### src/scl_pkg.sv
`timescale 1ns / 1ps

package scl_pkg;

  // fixed point one in q1.14
  localparam int unsigned ONE_Q14 = 16384;

  // payload widths
  localparam int unsigned VEC_W    = 16;
  localparam int unsigned WEIGHT_W = 15;
  localparam int unsigned CFG_IDX_W = 3;

  // pipeline widths
  localparam int unsigned SQ_W   = 32;   // sum of three squares
  localparam int unsigned DOT_W  = 33;   // signed dot product
  localparam int unsigned PROD_W = 64;   // |dir|^2 * |axis|^2
  localparam int unsigned ROOT_W = 32;   // isqrt of the product
  localparam int unsigned Q_W    = 15;   // quotient bits of both dividers
  localparam int unsigned DIV1_NW = 48;
  localparam int unsigned DIV1_DW = 33;
  localparam int unsigned DIV2_NW = 32;
  localparam int unsigned DIV2_DW = 17;

  // configuration register indexes
  typedef enum logic [CFG_IDX_W-1:0] {
    CFG_AXIS_X       = 3'd0,
    CFG_AXIS_Y       = 3'd1,
    CFG_AXIS_Z       = 3'd2,
    CFG_COS_CONE     = 3'd3,
    CFG_COS_PENUMBRA = 3'd4
  } cfg_idx_t;

  // reset values of the registers
  localparam logic signed [VEC_W-1:0] RST_AXIS_X   = 16'sd0;
  localparam logic signed [VEC_W-1:0] RST_AXIS_Y   = 16'sd0;
  localparam logic signed [VEC_W-1:0] RST_AXIS_Z   = -16'sd16384;
  localparam logic signed [VEC_W-1:0] RST_COS_CONE = 16'sd14189;
  localparam logic signed [VEC_W-1:0] RST_COS_PEN  = 16'sd15826;

  // weight class after the cone tests
  typedef enum logic [1:0] {
    CLS_ZERO = 2'd0,
    CLS_FULL = 2'd1,
    CLS_MID  = 2'd2
  } cls_t;

  // pipeline control handed to each sub-unit
  typedef struct packed {
    logic en;
    logic valid;
  } pipe_ctl_t;

endpackage

### src/scl_isqrt.sv
`timescale 1ns / 1ps

// pipelined integer square root, one result bit per stage
module scl_isqrt #(
  parameter int unsigned XW = scl_pkg::PROD_W,
  parameter int unsigned SW = 1
) (
  input  logic                    clk,
  input  logic                    rst_n,
  input  scl_pkg::pipe_ctl_t      ctl_in,
  input  logic [XW-1:0]           x_in,
  input  logic [SW-1:0]           side_in,
  output logic                    valid_out,
  output logic [XW/2-1:0]         root_out,
  output logic [SW-1:0]           side_out
);

  localparam int unsigned NST = XW / 2;

  logic          vld_r  [NST+1];
  logic [XW-1:0] x_r    [NST+1];
  logic [XW-1:0] res_r  [NST+1];
  logic [SW-1:0] side_r [NST+1];

  // stage zero is the input
  always_comb begin
    vld_r[0]  = ctl_in.valid;
    x_r[0]    = x_in;
    res_r[0]  = '0;
    side_r[0] = side_in;
  end

  genvar k;
  generate
    for (k = 0; k < NST; k++) begin : g_st
      localparam int unsigned SH = XW - 2 - 2 * k;
      logic [XW-1:0] bit_c;
      logic [XW-1:0] trial;
      logic [XW-1:0] x_nxt;
      logic [XW-1:0] res_nxt;

      // one digit of the root
      always_comb begin
        bit_c = XW'(1) << SH;
        trial = res_r[k] + bit_c;
        if (x_r[k] >= trial) begin
          x_nxt   = x_r[k] - trial;
          res_nxt = (res_r[k] >> 1) + bit_c;
        end else begin
          x_nxt   = x_r[k];
          res_nxt = res_r[k] >> 1;
        end
      end

      always_ff @(posedge clk) begin
        if (!rst_n) begin
          vld_r[k+1] <= 1'b0;
        end else if (ctl_in.en) begin
          vld_r[k+1] <= vld_r[k];
        end
      end

      always_ff @(posedge clk) begin
        if (ctl_in.en) begin
          x_r[k+1]    <= x_nxt;
          res_r[k+1]  <= res_nxt;
          side_r[k+1] <= side_r[k];
        end
      end
    end
  endgenerate

  assign valid_out = vld_r[NST];
  assign root_out  = res_r[NST][XW/2-1:0];
  assign side_out  = side_r[NST];

endmodule

### config.mk
export PLATFORM = sky130hd
export DESIGN_NAME = scl_isqrt
export DESIGN_NICKNAME = d
export VERILOG_FILES = /design/src/scl_pkg.sv /design/src/scl_isqrt.sv
export SDC_FILE = /design/constraint.sdc
export NUM_CORES = 2
export LEC_CHECK = 0
export ABC_CLOCK_PERIOD_IN_PS = 4870
export BUFFER_PORTS_ARGS = -buffer_cell sky130_fd_sc_hd__buf_2
export CAP_MARGIN = 10
export CORE_MARGIN = 2
export CORE_UTILIZATION = 50
export CTS_CLUSTER_SIZE = 10
export DETAILED_ROUTE_END_ITERATION = 7
export GPL_ROUTABILITY_DRIVEN = 1
export PLACE_DENSITY = 0.69
export SLEW_MARGIN = 20
export SYNTH_ARGS = -nofsm -noshare
export SYNTH_HDL_FRONTEND = slang
export SYNTH_SLANG_ARGS = --single-unit
### constraint.sdc
create_clock -name clk -period 4.87 [get_ports clk]
set_input_delay 0.974 -clock clk [delete_from_list [all_inputs] [get_ports clk]]
set_output_delay 0.974 -clock clk [all_outputs]
set_load 0.02 [all_outputs]
==> metrics.cfg <==
[clock_network]
numClockSinks = 2576
post_cts_resized = 0
hold_buffers = 0
path_clk_slew_ns = 0.06
cts_max_path_buffers = 4
cts_buffers = 318
postCtsSetupRepairBufs = 0
cts.htree.levels = 5
cts_tree = done
clkLatencyLatePin_ns = 0.95
ctsRootBufferMaster = clkbuf_16

[min_path]
hold_class = in2reg
whs_path_depth = 1

[timing]
slew_viol_final = 0
post-route-period-util = 0.933
finalCriticalPeriod_ns = 4.54
rsz0062_at_grt = false
skew_ns = 0.0918
max_freq_mhz = 220
relSlewSlack = 0.158
worst_pin_slew_ns = 1.25
finalHoldViolCount = 0
tns_ns = 0
finalSetupViolCount = 0

[floorplan]
ios = 103
dieArea_um2 = 248000
die_w_um = 498
initial_core_util = 0.502
die_h_um = 498
core_area_um2 = 243000
rows = 181

[global_route]
grt_pass1_wl_mm = 468
track_usage = 0.247
overflow = 0
grt_max_degree = 203
antenna_found_initial = 10
grt_pass1_vias = 78199

[synthesis]
yosysWarningCount = 0
muxShareOfSynthArea = 0.00869
synth-seq-cells = 2576
synth_edf_count = 2544
synthArstFlopShare = 0
netlist_instances = 9723
synth_area_leaders = edfxtp_1 (63%), ha_1 (5.7%), xnor2_1 (3.4%), xor2_1 (2.9%), a21oi_1 (2.5%)
synthAdderAreaFrac = 0.0571
synth.distinct_cells = 84
synthSimpleGateAreaFrac = 0.121
synth.cell_area_um2 = 122000
synth-seq-area-share = 0.630
synth_area_per_cell_um2 = 12.6
synth_flop_cell = edfxtp_1
syn_nets = 10350
synth_xor_area_frac = 0.0634
synth_compound_area_frac = 0.0925
synth_area_leader_cell = edfxtp_1
yosys.area.top_type_share = 0.625
synth_top_family_by_area = simple AND/OR/NAND/NOR gates

[final_layout]
final_layout_size_suffix_gt1_frac = 0.0670
syn2layout_area_growth_pct = 11.0
fin_util = 0.558
fillers = 19654
fin_nets = 10678

[critical_path]
arrival_ns = 5.20
cp-start-kind = flop
end_kind = flop
critPathMaxFanout = 8
required_ns = 5.53
r2r.worst_path.cells = 9
critical_path_class = reg2reg

[placement]
place.gp.congestion = 0.976
port_buffers = 102
dp_hpwl_mm = 236

[power_and_ir_drop]
p_leak_nw = 50.8
p_total_mw = 64.6
peakVddDrop_mv = 0.329
power_density_nw_per_um2 = 476

[detailed_routing]
ant_nets = 0
via_per_inst = 5.87
drt_iter0_drc = 6716
wl_per_cell_um = 23.4
dr.pass1.iters = 6
drc = 0
drt_wl_total_mm = 313
vias = 78375

[status]
outcome = completed

[flow_run]
maxCapViolCount = 0

## worst paths after layout
path / from / end / slack, ns
worst max-delay path: x_r[164]$_DFFE_PP_ / x_r[114]$_DFFE_PP_ / 0.33
worst min-delay path: x_in[58] / x_r[2042]$_DFFE_PP_ / 0.18
worst max register to register: x_r[164]$_DFFE_PP_ / x_r[114]$_DFFE_PP_ / 0.33
worst min register to register: side_r[22]$_DFFE_PP_ / side_r[21]$_DFFE_PP_ / 0.36
## per-layer routing
metal | share of wire | GRT usage | wire, um
met3 | 0.046 | 0.0345 | 14400
met5 | 0.000042 | 0 | 13
met1 | 0.37 | 0.271 | 114000
met2 | 0.52 | 0.450 | 163000
met4 | 0.068 | 0.150 | 21300
## synthesized netlist by cell type, types with 11 or more instances
| library cell | instances |
|---|---|
| o41ai_1 | 17 |
| a211o_1 | 15 |
| nand2_1 | 659 |
| and3_1 | 46 |
| o31ai_1 | 34 |
| nand4b_1 | 21 |
| nor4b_1 | 53 |
| xor2_1 | 411 |
| mux2i_1 | 42 |
| nor2_1 | 638 |
| buf_1 | 14 |
| or4_1 | 70 |
| o31a_1 | 11 |
| a21boi_0 | 23 |
| a2111oi_0 | 18 |
| nand3b_1 | 35 |
| ha_1 | 558 |
| and4_1 | 15 |
| a31oi_1 | 59 |
| a21oi_1 | 620 |
| or3_1 | 98 |
| a211oi_1 | 37 |
| o21a_1 | 87 |
| and2_1 | 25 |
| a41oi_1 | 11 |
| o21bai_1 | 48 |
| o211ai_1 | 34 |
| mux2_2 | 57 |
| nor2b_1 | 113 |
| clkbuf_1 | 176 |
| inv_1 | 683 |
| nand4_1 | 161 |
| dfxtp_1 | 32 |
| xnor2_1 | 473 |
| edfxtp_1 | 2544 |
| nand3_1 | 150 |
| nand2b_1 | 109 |
| o21ai_0 | 470 |
| nor3_1 | 259 |
| a221oi_1 | 14 |
| nor4_1 | 342 |
| or2_2 | 31 |
| nor3b_1 | 21 |
| a21o_1 | 250 |
## report_power, final
group          internal (mW)  switching [mW]  leakage [nW]
Combinational           5.46            8.25          21.9
Clock                   11.9            8.37          4.17
Sequential              28.1            2.53          24.8
Total                   45.5            19.1          50.8
## registers in the layout, summed over array words and instances, names as in the netlist
| signal | count |
|---|---|
| root_out | 32 |
| valid_out | 1 |
| side_r | 31 |
| vld_r | 31 |
| res_r | 496 |
| side_out | 1 |
| x_r | 1984 |
## cell type report
cell class	instances	area, um^2	share of cell area
multi-input cells	6266	42000	0.310
clock inverters	37	238	0.00175
clock buffers	366	8290	0.0611
inverters	686	2570	0.0190
repair buffers	203	1470	0.0108
diodes	13	32.5	0.000240
well taps	3202	4010	0.0295
flip-flops and latches	2576	77000	0.568
## kinds of logic after synthesis
| kind of cell | after synthesis |
|---|---|
| and+or+nand+nor | 2879 |
| DFF | 2576 |
| AOI/OAI and AO/OA | 1846 |
| xor gates and xnor gates | 884 |
| buffers and inverters | 881 |
| adders and majority gates | 558 |
| muxes | 99 |
## cell usage in the layout (no fill, tap or decap), types with 23 or more instances in the layout
master	synthesis	routed
buf_2	5	101
nor4_1	342	339
nand3_1	150	149
a31oi_1	59	59
nand2_1	659	659
inv_1	683	683
xor2_1	411	411
a21boi_0	23	23
or3_1	98	98
nor4b_1	53	53
and2_1	25	25
or4_1	70	70
nand2b_1	109	109
nor3_1	259	257
clkbuf_16	0	325
o21ai_0	470	470
mux2_2	57	57
a211oi_1	37	36
o21bai_1	48	48
a21o_1	250	250
a21oi_1	620	618
buf_4	0	86
mux2i_1	42	42
nor2_1	638	637
edfxtp_1	2544	2544
xnor2_1	473	473
dfxtp_1	32	32
o211ai_1	34	34
ha_1	558	558
nand3b_1	35	35
nand4_1	161	161
and3_1	46	46
o31ai_1	34	33
clkbuf_1	176	41
o21a_1	87	87
or2_2	31	31
nor2b_1	113	112
## per-stage QoR
| stage | cell area (um^2) | hold slack [ns] | cells | setup WS [ns] |
|---|---|---|---|---|
| final | 136000 | 0.183 | 13349 | 0.327 |
| after global routing | 136000 | 0.132 | 13347 | 0.0633 |
| after floorplan | 122000 | 0.400 | 9723 | 1.25 |
| after CTS | 136000 | 0.118 | 13336 | 0.188 |
| after global placement | 127000 | 0.401 | 12933 | 0.254 |
| after detailed placement | 127000 | 0.405 | 12933 | 0.194 |
## worst max-delay path: stages, from the launching register on
cell      delay, ns
edfxtp_1       0.49
or4_1          0.60
or4_1          0.66
nor4bb_2       0.83
or4_4          0.28
a21oi_4        0.04
a211oi_1       0.44
nand3_2        0.31
or4_1          0.49
xnor2_1        0.14
(Power assumes the default switching activity.)
