### config.mk
export PLATFORM = sky130hd
export DESIGN_NAME = scl_div
export DESIGN_NICKNAME = d
export VERILOG_FILES = /design/src/scl_pkg.sv /design/src/scl_div.sv
export SDC_FILE = /design/constraint.sdc
export NUM_CORES = 2
export LEC_CHECK = 0
export ABC_AREA = 1
export BUFFER_PORTS_ARGS = -buffer_cell sky130_fd_sc_hd__buf_2
export CORE_ASPECT_RATIO = 2
export CORE_MARGIN = 1.5
export CORE_UTILIZATION = 55
export CTS_BUF_LIST = sky130_fd_sc_hd__clkbuf_8 sky130_fd_sc_hd__clkbuf_16
export CTS_CLUSTER_DIAMETER = 60
export CTS_CLUSTER_SIZE = 8
export DETAILED_ROUTE_END_ITERATION = 7
export PLACE_DENSITY = 0.81
export SYNTH_ARGS = -nofsm -noshare
export SYNTH_HDL_FRONTEND = slang
export SYNTH_SLANG_ARGS = --single-unit
### constraint.sdc
create_clock -name clk -period 4.4 [get_ports clk]
set_clock_uncertainty 0.15 [all_clocks]
set_input_delay 0.22 -clock clk [delete_from_list [all_inputs] [get_ports clk]]
set_output_delay 0.22 -clock clk [all_outputs]
set_load 0.01 [all_outputs]
### src/scl_pkg.sv
`timescale 1ns / 1ps

package scl_pkg;

  // fixed point one in q1.14
  localparam int unsigned ONE_Q14 = 16384;

  // payload widths
  localparam int unsigned VEC_W    = 16;
  localparam int unsigned WEIGHT_W = 15;
  localparam int unsigned CFG_IDX_W = 3;

  // pipeline widths
  localparam int unsigned SQ_W   = 32;   // sum of three squares
  localparam int unsigned DOT_W  = 33;   // signed dot product
  localparam int unsigned PROD_W = 64;   // |dir|^2 * |axis|^2
  localparam int unsigned ROOT_W = 32;   // isqrt of the product
  localparam int unsigned Q_W    = 15;   // quotient bits of both dividers
  localparam int unsigned DIV1_NW = 48;
  localparam int unsigned DIV1_DW = 33;
  localparam int unsigned DIV2_NW = 32;
  localparam int unsigned DIV2_DW = 17;

  // configuration register indexes
  typedef enum logic [CFG_IDX_W-1:0] {
    CFG_AXIS_X       = 3'd0,
    CFG_AXIS_Y       = 3'd1,
    CFG_AXIS_Z       = 3'd2,
    CFG_COS_CONE     = 3'd3,
    CFG_COS_PENUMBRA = 3'd4
  } cfg_idx_t;

  // reset values of the registers
  localparam logic signed [VEC_W-1:0] RST_AXIS_X   = 16'sd0;
  localparam logic signed [VEC_W-1:0] RST_AXIS_Y   = 16'sd0;
  localparam logic signed [VEC_W-1:0] RST_AXIS_Z   = -16'sd16384;
  localparam logic signed [VEC_W-1:0] RST_COS_CONE = 16'sd14189;
  localparam logic signed [VEC_W-1:0] RST_COS_PEN  = 16'sd15826;

  // weight class after the cone tests
  typedef enum logic [1:0] {
    CLS_ZERO = 2'd0,
    CLS_FULL = 2'd1,
    CLS_MID  = 2'd2
  } cls_t;

  // pipeline control handed to each sub-unit
  typedef struct packed {
    logic en;
    logic valid;
  } pipe_ctl_t;

endpackage

### src/scl_div.sv
`timescale 1ns / 1ps

// pipelined restoring divider, one quotient bit per stage
module scl_div #(
  parameter int unsigned NW = scl_pkg::DIV1_NW,
  parameter int unsigned DW = scl_pkg::DIV1_DW,
  parameter int unsigned QW = scl_pkg::Q_W,
  parameter int unsigned SW = 1
) (
  input  logic               clk,
  input  logic               rst_n,
  input  scl_pkg::pipe_ctl_t ctl_in,
  input  logic [NW-1:0]      num_in,
  input  logic [DW-1:0]      den_in,
  input  logic [SW-1:0]      side_in,
  output logic               valid_out,
  output logic [QW-1:0]      quo_out,
  output logic [SW-1:0]      side_out
);

  localparam int unsigned CW = NW + DW + QW;

  logic          vld_r  [QW+1];
  logic [NW-1:0] rem_r  [QW+1];
  logic [DW-1:0] den_r  [QW+1];
  logic [QW-1:0] quo_r  [QW+1];
  logic [SW-1:0] side_r [QW+1];

  always_comb begin
    vld_r[0]  = ctl_in.valid;
    rem_r[0]  = num_in;
    den_r[0]  = den_in;
    quo_r[0]  = '0;
    side_r[0] = side_in;
  end

  genvar k;
  generate
    for (k = 0; k < QW; k++) begin : g_st
      localparam int unsigned SH = QW - 1 - k;
      logic [CW-1:0] rem_ext;
      logic [CW-1:0] dsh;
      logic [NW-1:0] rem_nxt;
      logic [QW-1:0] quo_nxt;

      // compare and subtract the shifted divisor
      always_comb begin
        rem_ext = CW'(rem_r[k]);
        dsh     = CW'(den_r[k]) << SH;
        if (rem_ext >= dsh) begin
          rem_nxt = NW'(rem_ext - dsh);
          quo_nxt = quo_r[k] | (QW'(1) << SH);
        end else begin
          rem_nxt = rem_r[k];
          quo_nxt = quo_r[k];
        end
      end

      always_ff @(posedge clk) begin
        if (!rst_n) begin
          vld_r[k+1] <= 1'b0;
        end else if (ctl_in.en) begin
          vld_r[k+1] <= vld_r[k];
        end
      end

      always_ff @(posedge clk) begin
        if (ctl_in.en) begin
          rem_r[k+1]  <= rem_nxt;
          den_r[k+1]  <= den_r[k];
          quo_r[k+1]  <= quo_nxt;
          side_r[k+1] <= side_r[k];
        end
      end
    end
  endgenerate

  assign valid_out = vld_r[QW];
  assign quo_out   = quo_r[QW];
  assign side_out  = side_r[QW];

endmodule

==> run summary, run 1 <==
- **Initial Utilization** 55.3%
- **number of flops mapped to enable cells by yosys** 1269
- **Halt Reason** [ERROR GRT-0116] Global routing finished with congestion. Check the congestion regions in the DRC Viewer.
- **instance count of the mapped netlist** 13032
- **Last stage** 5_1_grt
- **global-route wire length before repair** 1160 mm
- **Root Buffer Master** clkbuf_16
- **Vert. Die Dim** 579 um
- **top-area cell type share of the netlist area** 41.7%
- **via count of the first global-routing pass** 129537
- **total congestion overflow** 12266
- **CTS sink count** 1284
- **cell area after synthesis** 91300 sq um
- **share of flip-flops with an asynchronous set or reset after synthesis** 0%
- **setup bufs post-CTS** 0
- **total of buffers placed on input and output ports** 102
- **Post-Synthesis Mean Instance Area** 7.01 sq um
- **outcome** stopped before the end
- **post-synthesis sequential area ratio** 42.1%
- **most frequent cell after synthesis** nand2_1
- **Yosys warnings** 0
- **pin count of the biggest net entering global routing** 155
- **Synth Register Bits** 1284
- **Synth Flop Type** edfxtp_1
- **maximum count of clock buffers along a single path** 4
- **chip width** 291 um
- **H-tree depth** 4
- **cell type contributing the most total cell area after synthesis** edfxtp_1
- **number of gates given a new drive strength after cts** 0
- **gp weighted congestion** 1.22
- **cell types with the largest area share after synthesis** edfxtp_1 42%, nand2_1 23%, inv_1 11%, ha_1 6.8%, nor2_1 4.3%
- **half-perimeter wire length after placement** 414 mm
- **Net Count, Synth** 13627
- **most instantiated cells after synthesis** 5634 x nand2_1, 2704 x inv_1, 1269 x edfxtp_1
- **Tot GR Track Use** 90.4%
- **Netlist cell types** 43
- **I/O pin count** 103
- **number of CTS-inserted buffers** 189
- **number of rows in the core area** 211
through the flow:
stage / worst slack (ns) / cell area, sq um / utilization, % / hold WS, ns / std cells
after floorplan: 1.90 / 91300 / - / 0.169 / 13032
after CTS: 0.486 / 102000 / 61.7 / 0.000379 / 15698
after detailed placement: 0.541 / 95500 / 57.9 / 0.255 / 15352
after global placement: 0.479 / 95500 / 57.9 / 0.250 / 15352
layer usage:
| metal | GRT overflow | global-route usage (%) |
|---|---|---|
| met4 | 2034 | 100 |
| met1 | 150 | 78.5 |
| met2 | 9992 | 125 |
| met3 | 80 | 65.4 |
| met5 | 10 | 28.4 |
timing repair:
action	CTS
endpoints found under the hold margin	188
setup endpoints to repair	0
hold buffers	124
logic make-up after synthesis:
kind of cell	Yosys count	share of synthesized area [%]
simple gates	7632	33.3
buf+inv	2818	11.9
flops	1284	42.1
compound gates	519	3.06
fa+ha+maj	509	7.09
xor+xnor	270	2.59
==> run 2: changes to the inputs <==
==> config.mk (replaced) <==
export PLATFORM = sky130hd
export DESIGN_NAME = scl_div
export DESIGN_NICKNAME = d
export VERILOG_FILES = /design/src/scl_pkg.sv /design/src/scl_div.sv
export SDC_FILE = /design/constraint.sdc
export NUM_CORES = 2
export LEC_CHECK = 0
export ABC_AREA = 1
export BUFFER_PORTS_ARGS = -buffer_cell sky130_fd_sc_hd__buf_2
export CORE_MARGIN = 1.5
export CORE_UTILIZATION = 40
export DETAILED_ROUTE_END_ITERATION = 7
export PLACE_DENSITY_LB_ADDON = 0.15
export SYNTH_ARGS = -nofsm -noshare
export SYNTH_HDL_FRONTEND = slang
export SYNTH_SLANG_ARGS = --single-unit
==> run summary, run 2 <==
- **overall routed net length** 367 mm
- **outcome** finished, final reports clean, was stopped before the end
- **Pre-Repair DR Iteration Count** 8
- **Crit Path Max Fanout** 4
- **Vert. Die Dim** 481 um, was 579 um
- **cell repeated most along the worst path** nand2_1
- **Initial Utilization** 40.2%, was 55.3%
- **top-area cell type share of the netlist area** 41.7%, unchanged
- **total congestion overflow** 0
- **longest individual stage delay on the worst path** 0.59 ns
- **kind of cell adding the most delay to the critical path** simple AND/OR/NAND/NOR gates
- **share of flip-flops with an asynchronous set or reset after synthesis** 0%, unchanged
- **setup TNS** 0 ns
- **clock tree from TritonCTS** built
- **Tot GR Track Use** 31.2%
- **instance count of the mapped netlist** 13032, unchanged
- **min cycle time layout** 3.65 ns
- **worst path bufs/invs** 1
- **setup violators final** 0
- **H-tree depth** 4, unchanged
- **Crit. End Element** flop
- **Max IR drop VDD** 0.338 mV
- **I/O pin count** 103, unchanged
- **core outline area** 227000 sq um
- **vias per cell** 4.99
- **global-route wire length before repair** 526 mm
- **transition time of the tightest slew-check pin** 1.14 ns
- **critical path data required time** 4.78 ns
- **most frequent cell after synthesis** nand2_1, unchanged
- **Layout Cell Area excl Fill** 102000 sq um
- **RSZ-0062 raised after global routing** false
- **kind of launch point of the worst setup path** flop
- **CTS sink count** 1284, unchanged
- **Synth Flop Type** edfxtp_1, unchanged
- **total power** 65.3 mW
- **Netlist cell types** 43, unchanged
- **initial antenna violation count** 28
- **maximum count of clock buffers along a single path** 3, was 4
- **number of flip-flops under the largest register name** 672
- **number of gates given a new drive strength after cts** 0, unchanged
- **setup bufs post-CTS** 0, unchanged
- **commonest non-fill, non-tap cells in the layout** 5634 x nand2_1, 2704 x inv_1, 1269 x edfxtp_1
- **leakage power figure** 53.2 nW
- **number of flops mapped to enable cells by yosys** 1269, unchanged
- **final-layout worst hold slack** 0.0531 ns
- **post-synthesis sequential area ratio** 42.1%, unchanged
- **critical-path cell list** ha_1 -> fa_1 -> inv_1 -> nand2_1 -> nand2_1 -> nand3_1 -> nor2_1 -> nand3_1 -> nand2_1 -> nor2_1 -> nand2_1 -> nand2_1 -> a21oi_1
- **via total after detailed routing** 82510
- **number of rows in the core area** 175, was 211
- **placed cell areas** 95800 sq um, was 95500 sq um
- **half-perimeter wire length after placement** 303 mm, was 414 mm
- **ratio of cells with drive above 1 in the final layout** 3.98%
- **chip width** 481 um, was 291 um
- **Post-Synthesis Mean Instance Area** 7.01 sq um, unchanged
- **number of DRC violations after detailed routing** 0
- **cell type contributing the most total cell area after synthesis** edfxtp_1, unchanged
- **slowest cell on the critical path** a21oi_1
- **drt wl/cell** 22.2 um
- **max-cap viol count** 0
- **period utilisation layout** 82.9%
- **Initial DRC Count** 8282
- **Hold Vio Cnt, Final** 0
- **Reg clk slew, reported paths** 0.06 ns
- **power per unit of standard cell area** 638 nW/um^2
- **data arrival time of the worst path** 4.03 ns
- **number of max-slew violations in the final report** 0
- **cell types with the largest area share after synthesis** edfxtp_1 42%, nand2_1 23%, inv_1 11%, ha_1 6.8%, nor2_1 4.3%, unchanged
- **Root Buffer Master** clkbuf_16, unchanged
- **total of buffers placed on input and output ports** 102, unchanged
- **Net Count, Synth** 13627, unchanged
- **Post-DRT Antenna Nets** 0
- **crit path kind** reg -> reg
- **Yosys warnings** 0, unchanged
- **leading cell type in the layout, fill and taps excluded** nand2_1
- **Total Nets Final** 13996
- **gp weighted congestion** 1.01, was 1.22
- **layout-stage area growth over the synthesis result** 12.1%
- **via count of the first global-routing pass** 76514
- **number of CTS-inserted buffers** 154, was 189
- **area of the die** 231000 sq um
- **achievable frequency** 0.274 GHz
- **cell area after synthesis** 91300 sq um, unchanged
- **most instantiated cells after synthesis** 5634 x nand2_1, 2704 x inv_1, 1269 x edfxtp_1, unchanged
- **clock network latency to the later pin of the worst-skew pair** 0.84 ns
- **Hold Path Class** in -> reg
- **Slew headroom** 23.9%
- **pin count of the biggest net entering global routing** 115
- **Synth Register Bits** 1284, unchanged
-- run 2: cell counts after synthesis --
No cell type changed its count.
-- run 2: logic make-up after synthesis --
logic type | count (synthesis) | synth area share [%]
AND/OR/NAND/NOR | 7632 | 33.3
buffers and inverters | 2818 | 11.9
flip-flops | 1284 | 42.1
AO/OA/AOI/OAI | 519 | 3.06
adder cells (fa/ha/maj) | 509 | 7.09
XOR/XNOR | 270 | 2.59
-- run 2: stage by stage --
stage | setup WS, ns | util [%] | std cells
final | 0.753 | 45.1 | 16547
after global routing | 0.608 | 45.1 | 16541
after CTS | 0.917 | 45.1 | 16539
after detailed placement | 0.940 | 42.2 | 16130
after global placement | 0.982 | 42.2 | 16130
after floorplan | 1.90 | - | 13032
-- run 2: layout make-up --
cell class / count / area (sq um)
clock inverters: 107 / 1330
flip-flops and latches: 1284 / 38400
repair buffers: 310 / 2650
diodes: 8 / 20.0
fillers: 23326 / 125000
clock buffers: 178 / 3970
multi-input cells: 8930 / 42000
inverters: 2721 / 10200
well taps: 3009 / 3760
-- run 2: final timing paths --
| kind | from | to | slack (ns) | depth (start not counted) |
|---|---|---|---|---|
| max | den_r[297] | g_st[7].rem_ext[44] | 0.75 | 13 |
| min | den_in[29] | den_r[491] | 0.05 | 2 |
| max reg2reg | den_r[297] | g_st[7].rem_ext[44] | 0.75 | 13 |
| min reg2reg | quo_r[98] | quo_r[83] | 0.27 | 0 |
-- run 2: what timing repair did --
item	4_1_cts	5_1_grt
hold buffers	124	0
endpoints found under the hold margin	170	0
endpoints found under the setup margin	0	0
-- run 2: worst reg2reg max path, delay by kind of cell (launching register included) --
kind	cells	cell delay [ns]
DFF	1	0.50
buffers and inverters	1	0.20
and+or+nand+nor	9	1.21
AOI/OAI and AO/OA	1	0.59
adders and majority gates	2	0.71
-- run 2: power by group --
part	leakage (nW)	switching [mW]	internal, mW	total [mW]
sequential	12.4	3.01	17.4	20.4
clock	2.53	5.85	7.63	13.5
combinational	38.2	22.0	9.42	31.4
-- run 2: metal layers --
metal	wire length, um	part of all wire (%)	GRT usage [%]
met5	38	0.010	0
met4	10100	2.8	8.00
met3	27000	7.4	5.06
met2	155000	42	46.9
met1	174000	48	46.2
No activity file was read; power rests on OpenSTA's default activity.
